[src/rtl/core/bmi_pkg.sv]
package bmi_pkg;

    // Width of the register index carried on the configuration channel.
    localparam int CFG_INDEX_BITS = 8;

    // Commands from the controller to the datapath.
    typedef struct packed {
        logic load;    // take one operand word from the input transfer
        logic start;   // operand complete: initialize the loop registers
        logic step;    // run one iteration of the binary Euclidean loop
        logic finish;  // reduce the cofactor and fill the output buffer
    } dp_cmd_t;

    // Status from the datapath to the controller.
    typedef struct packed {
        logic last_word;  // the next operand word completes the operand
        logic v_zero;     // right-hand value has reached zero
        logic m_even;     // configured modulus is even (no inverse exists)
        logic out_busy;   // output buffer still holds words to deliver
    } dp_status_t;

endpackage

[src/rtl/core/bmi_ctrl.sv]
module bmi_ctrl
    import bmi_pkg::*;
(
    input  logic       clk,
    input  logic       rst_n,
    input  logic       in_valid,
    output logic       in_ready,
    input  dp_status_t status,
    output dp_cmd_t    cmd
);

    typedef enum logic [1:0] {
        ST_IDLE,
        ST_RUN,
        ST_FINAL
    } state_t;

    state_t state_reg;
    state_t state_next;

    // Words before the last one are always taken; the last one only when the
    // loop registers are free.
    assign in_ready = !status.last_word || (state_reg == ST_IDLE);

    // Commands to the datapath.
    always_comb
    begin
        cmd.load   = in_valid && in_ready;
        cmd.start  = in_valid && in_ready && status.last_word;
        cmd.step   = (state_reg == ST_RUN) && !status.v_zero && !status.m_even;
        cmd.finish = (state_reg == ST_FINAL) && !status.out_busy;
    end

    // Next state.
    always_comb
    begin
        state_next = state_reg;
        unique case (state_reg)
            ST_IDLE:
            begin
                if (cmd.start)
                begin
                    state_next = ST_RUN;
                end
            end
            ST_RUN:
            begin
                if (status.v_zero || status.m_even)
                begin
                    state_next = ST_FINAL;
                end
            end
            ST_FINAL:
            begin
                if (!status.out_busy)
                begin
                    state_next = ST_IDLE;
                end
            end
            default:
            begin
                state_next = ST_IDLE;
            end
        endcase
    end

    // State register.
    always_ff @(posedge clk or negedge rst_n)
    begin
        if (!rst_n)
        begin
            state_reg <= ST_IDLE;
        end
        else
        begin
            state_reg <= state_next;
        end
    end

endmodule

[config.mk]
export PLATFORM = sky130hd
export DESIGN_NAME = bmi_ctrl
export DESIGN_NICKNAME = d
export VERILOG_FILES = /design/src/rtl/core/bmi_pkg.sv /design/src/rtl/core/bmi_ctrl.sv
export SDC_FILE = /design/constraint.sdc
export NUM_CORES = 1
export LEC_CHECK = 0
export BUFFER_PORTS_ARGS = -buffer_cell sky130_fd_sc_hd__buf_2
export CAP_MARGIN = 10
export CELL_PAD_IN_SITES_DETAIL_PLACEMENT = 1
export CELL_PAD_IN_SITES_GLOBAL_PLACEMENT = 1
export CORE_AREA = 3 3 40 42
export CTS_CLUSTER_SIZE = 16
export DETAILED_ROUTE_END_ITERATION = 7
export DIE_AREA = 0 0 43 45
export PLACE_DENSITY_LB_ADDON = 0.08
export SLEW_MARGIN = 10
export SYNTH_ARGS = -nofsm -noshare
export SYNTH_HDL_FRONTEND = slang
export SYNTH_SLANG_ARGS = --single-unit
[constraint.sdc]
create_clock -name clk -period 1.8 [get_ports clk]
set_input_delay 0.36 -clock clk [delete_from_list [all_inputs] [get_ports clk]]
set_output_delay 0.36 -clock clk [all_outputs]
set_load 0.05 [all_outputs]
=== Yosys cells after proc, flatten, opt, wreduce, memory -nomap -nowiden ===
Index checks and enable logic that the tools add are counted.
Widths: inputs -> output; s select.

* Add/subtract/negate cells: 0
* Multiply operators: 0
* Divide/modulo/power cells: 0
* $lt $le $gt $ge: 0
* Equal/unequal tests: 5
* Shift operators: 0
* Multiplexer cells: 4
* Bitwise gates (word level): 0
* Reduce and logical (&&, ||, !) cells: 13

{| class="wikitable"
|+ Operator list
! operator !! count
|-
| $mux 2 || 3
|-
| $pmux 2 s3 || 1
|-
| $logic_and 1x1->1 || 5
|-
| $logic_not 1->1 || 4
|-
| $ne 2x2->1 const B || 2
|-
| $reduce_and 3->1 || 1
|-
| $eq 2x1->1 const B || 1
|-
| $eq 2x2->1 const B || 1
|-
| $logic_not 2->1 || 1
|-
| $logic_or 1x1->1 || 2
|-
| $ne 2x1->1 const B || 1
|}

* Bits in registers: 2
* Latch bits: 0
* Memory bits (writable): 0
* ROM bits: 0
* Input bits: 7
* Output and inout bits: 5
* Word-level logic and storage cells: 23
* Memories kept: 0

=== Depth between registers and ports, before layout ===
* Depth after elaboration: 6
* Gate-level depth with buffers: 2
* Gate-level depth less buffers: 2

=== Worst setup path before layout ===
OpenSTA, ideal clock, no wires.

* Path kind: register -> output
* Start: reg state_reg[0]
* End: out cmd[3] (netlist bit)
* Arrival: 1.686 ns
* Data required time: 1.440 ns
* Setup slack: -0.246 ns
* Cell stages (with the launch flop): 3
* Buffers on the path: 0
* Cells stage by stage: dfrtp_1 o21ai_1 and2_1

{| class="wikitable"
|+ RTL lines
! item !! RTL line !! source
|-
| from (decl) || bmi_ctrl.sv:18 || <nowiki>state_t state_reg;</nowiki>
|-
| from (signal assigned) || bmi_ctrl.sv:76 || <nowiki>state_reg <= state_next;</nowiki>
|-
| to (decl) || bmi_ctrl.sv:9 || <nowiki>output dp_cmd_t cmd</nowiki>
|}

==> metrics.md <==
| Metric | Value |
|---|---|
| Power density cells | `1050 nW/um^2` |
| Post-Route WL | `407 microns` |
| Worst hold path type | `in2reg` |
| First-pass GRT wire length | `607 microns` |
| CTS Hold Bufs | `1` |
| Crit path max fanout | `5` |
| Final min period | `1.65 ns` |
| Die Wd | `43 microns` |
| Via density | `3.45` |
| Antenna diode count | `0` |
| Vias in the first global route | `142` |
| WP data required | `1.44 ns` |
| Crit-path slowest cell | `dfrtp_1` |
| Port Buffers | `11` |
| Number of flip-flops under the largest register name | `2` |
| Post-synthesis cell count | `14` |
| Max Slew Vio Count | `0` |
| Max Buffers Root-to-Sink | `2` |
| Routability congestion estimate | `0.661` |
| Unrepaired setup endpoints after global routing | `false` |
| Nets | `38` |
| VDD IR max | `0.000334 V` |
| FILL cells | `154` |
| Clk sinks | `2` |
| Sequential area share after synthesis | `40.4%` |
| Num CTS Buffers | `3` |
| R2R setup slack | `0.86 ns` |
| Worst-path cell chain | `or2_1 > nor2_1 > buf_2` |
| Synth warnings | `0` |
| Final HPWL DP | `335 microns` |
| Startpoint types | `flip-flop` |
| Layout area overhead | `97.0%` |
| Initial antenna violation count | `0` |
| Synth cell types | `11` |
| Final TNS setup | `0 ns` |
| Tot Pwr | `0.000255 W` |
| Core area | `1280 sq um` |
| Max cap viols | `0` |
| Share of cells above drive strength 1 | `62.1%` |
| Static leakage | `0.118 nW` |
| Fmax | `605 MHz` |
| Syn Area/Cell | `8.85 sq um` |
| Post-Synthesis Cell Area | `124 sq um` |
| Max incr delay on CP | `0.42 ns` |
| Slew Limit Headroom | `83.4%` |
| Post-CTS Setup Bufs | `0` |
| Post-cts resize count | `0` |
| Setup CP Type | `reg2out` |
| CP arrival | `1.29 ns` |
| Routed Antenna Nets | `0` |
| Ports | `12` |
| Residual DRC count | `0` |
| Status | `complete, no violations` |
| Drt pass-1 iters | `1` |
| Skew-Pair Late Insertion Delay | `0.22 ns` |
| Die height | `45 microns` |
| Period Utilization, post-route | `91.8%` |
| Syn_nets | `21` |
| Initial Util | `9.64%` |
| Largest net degree at the start of global routing | `6` |
| H-Tree Depth | `1` |
| Min Hold Slack | `0.397 ns` |
| Total global routing overflow | `0` |
| Nature of the critical path endpoint | `output pin` |
| Reg clk slew, reported paths | `0.03 ns` |
| CTS tree | `built` |
| Synth Register Bits | `2` |
| Total vias in the final route | `152` |
| Die ar. | `1940 sq um` |
| CTS root buf | `clkbuf_4` |
| Total track usage | `4.92%` |
| Rows | `13` |
| Clock skew | `0.00270 ns` |
| Finish-stage setup viols | `0` |
| DR WL/cell | `9.25 microns` |
| Final Hold Fails | `0` |
| Worst slew pin tran | `0.251 ns` |
| Drt first-iter violations | `0` |
-- stage by stage --
stage | instance area [sq um] | util, % | cells | setup WS [ns]
global route | 244 | 19.0 | 44 | 0.0444
finish | 244 | 19.0 | 44 | 0.147
detailed placement | 211 | 16.5 | 40 | 0.366
global placement | 211 | 16.5 | 40 | 0.386
CTS | 244 | 19.0 | 44 | 0.120
floorplan | 138 | - | 14 | 0.0213
-- report_power, final --
part           switching, W  internal [W]
logic             0.0000637     0.0000306
clock network     0.0000257     0.0000736
registers        0.00000929     0.0000524
-- placed cells by master, fill, tap and decap left out --
cell type | Yosys | routed
nor3_2 | 0 | 1
dfrtp_1 | 2 | 2
o21ai_2 | 0 | 1
buf_2 | 0 | 11
clkbuf_4 | 0 | 3
or2_1 | 1 | 1
o32ai_2 | 1 | 1
nor3b_2 | 0 | 1
and2_1 | 1 | 1
o22ai_1 | 1 | 1
nand2_1 | 2 | 2
nand2b_1 | 1 | 1
nor2_1 | 2 | 2
dlygate4sd3_1 | 0 | 1
-- per-layer routing --
metal	vias up	global-route usage [%]	wire (microns)
met5	-	0	0
met4	0	7.23	0
met3	0	2.79	34
met2	6	5.69	200
met1	66	5.07	171
li1	80	-	-
-- cells by family after synthesis --
kind of cell	synth area share (%)
compound gates	22.2
flops	40.4
simple gates	37.4
-- critical path, delay by kind of cell, from the launching register on --
family	cells	cell delay, ns
flops	1	0.42
buf+inv	1	0.27
simple gates	2	0.38
-- synth_stat cells --
cell type	number	share of area, %
and2_1	1	5.1
dfrtp_1	2	40
nand2_1	2	6.1
nand2b_1	1	5.1
nor2_1	2	6.1
nor3_1	1	4.0
nor3b_1	1	6.1
o21ai_1	1	4.0
o22ai_1	1	5.1
o32ai_2	1	13
or2_1	1	5.1
-- final cells by class --
class | instances | area [sq um] | share of cell area, %
Multi-Input combinational cell | 12 | 87.6 | 35.9
Timing Repair Buffer | 12 | 65.1 | 26.7
Tap cell | 15 | 18.8 | 7.69
Clock buffer | 3 | 22.5 | 9.23
Sequential cell | 2 | 50.0 | 20.5
-- worst paths after layout --
kind | start | cells after the start | end
max in group asynchronous | rst_n | 2 | state_reg[0]$_DFFE_PN0P_
setup / recovery | state_reg[0]$_DFFE_PN0P_ | 3 | cmd[2]
hold reg to reg | state_reg[0]$_DFFE_PN0P_ | 1 | state_reg[1]$_DFFE_PN0P_
hold / removal | status[2] | 2 | state_reg[0]$_DFFE_PN0P_
min in group asynchronous | rst_n | 2 | state_reg[1]$_DFFE_PN0P_
setup reg to reg | state_reg[1]$_DFFE_PN0P_ | 2 | state_reg[0]$_DFFE_PN0P_
Power figures use the tool's default switching activity.
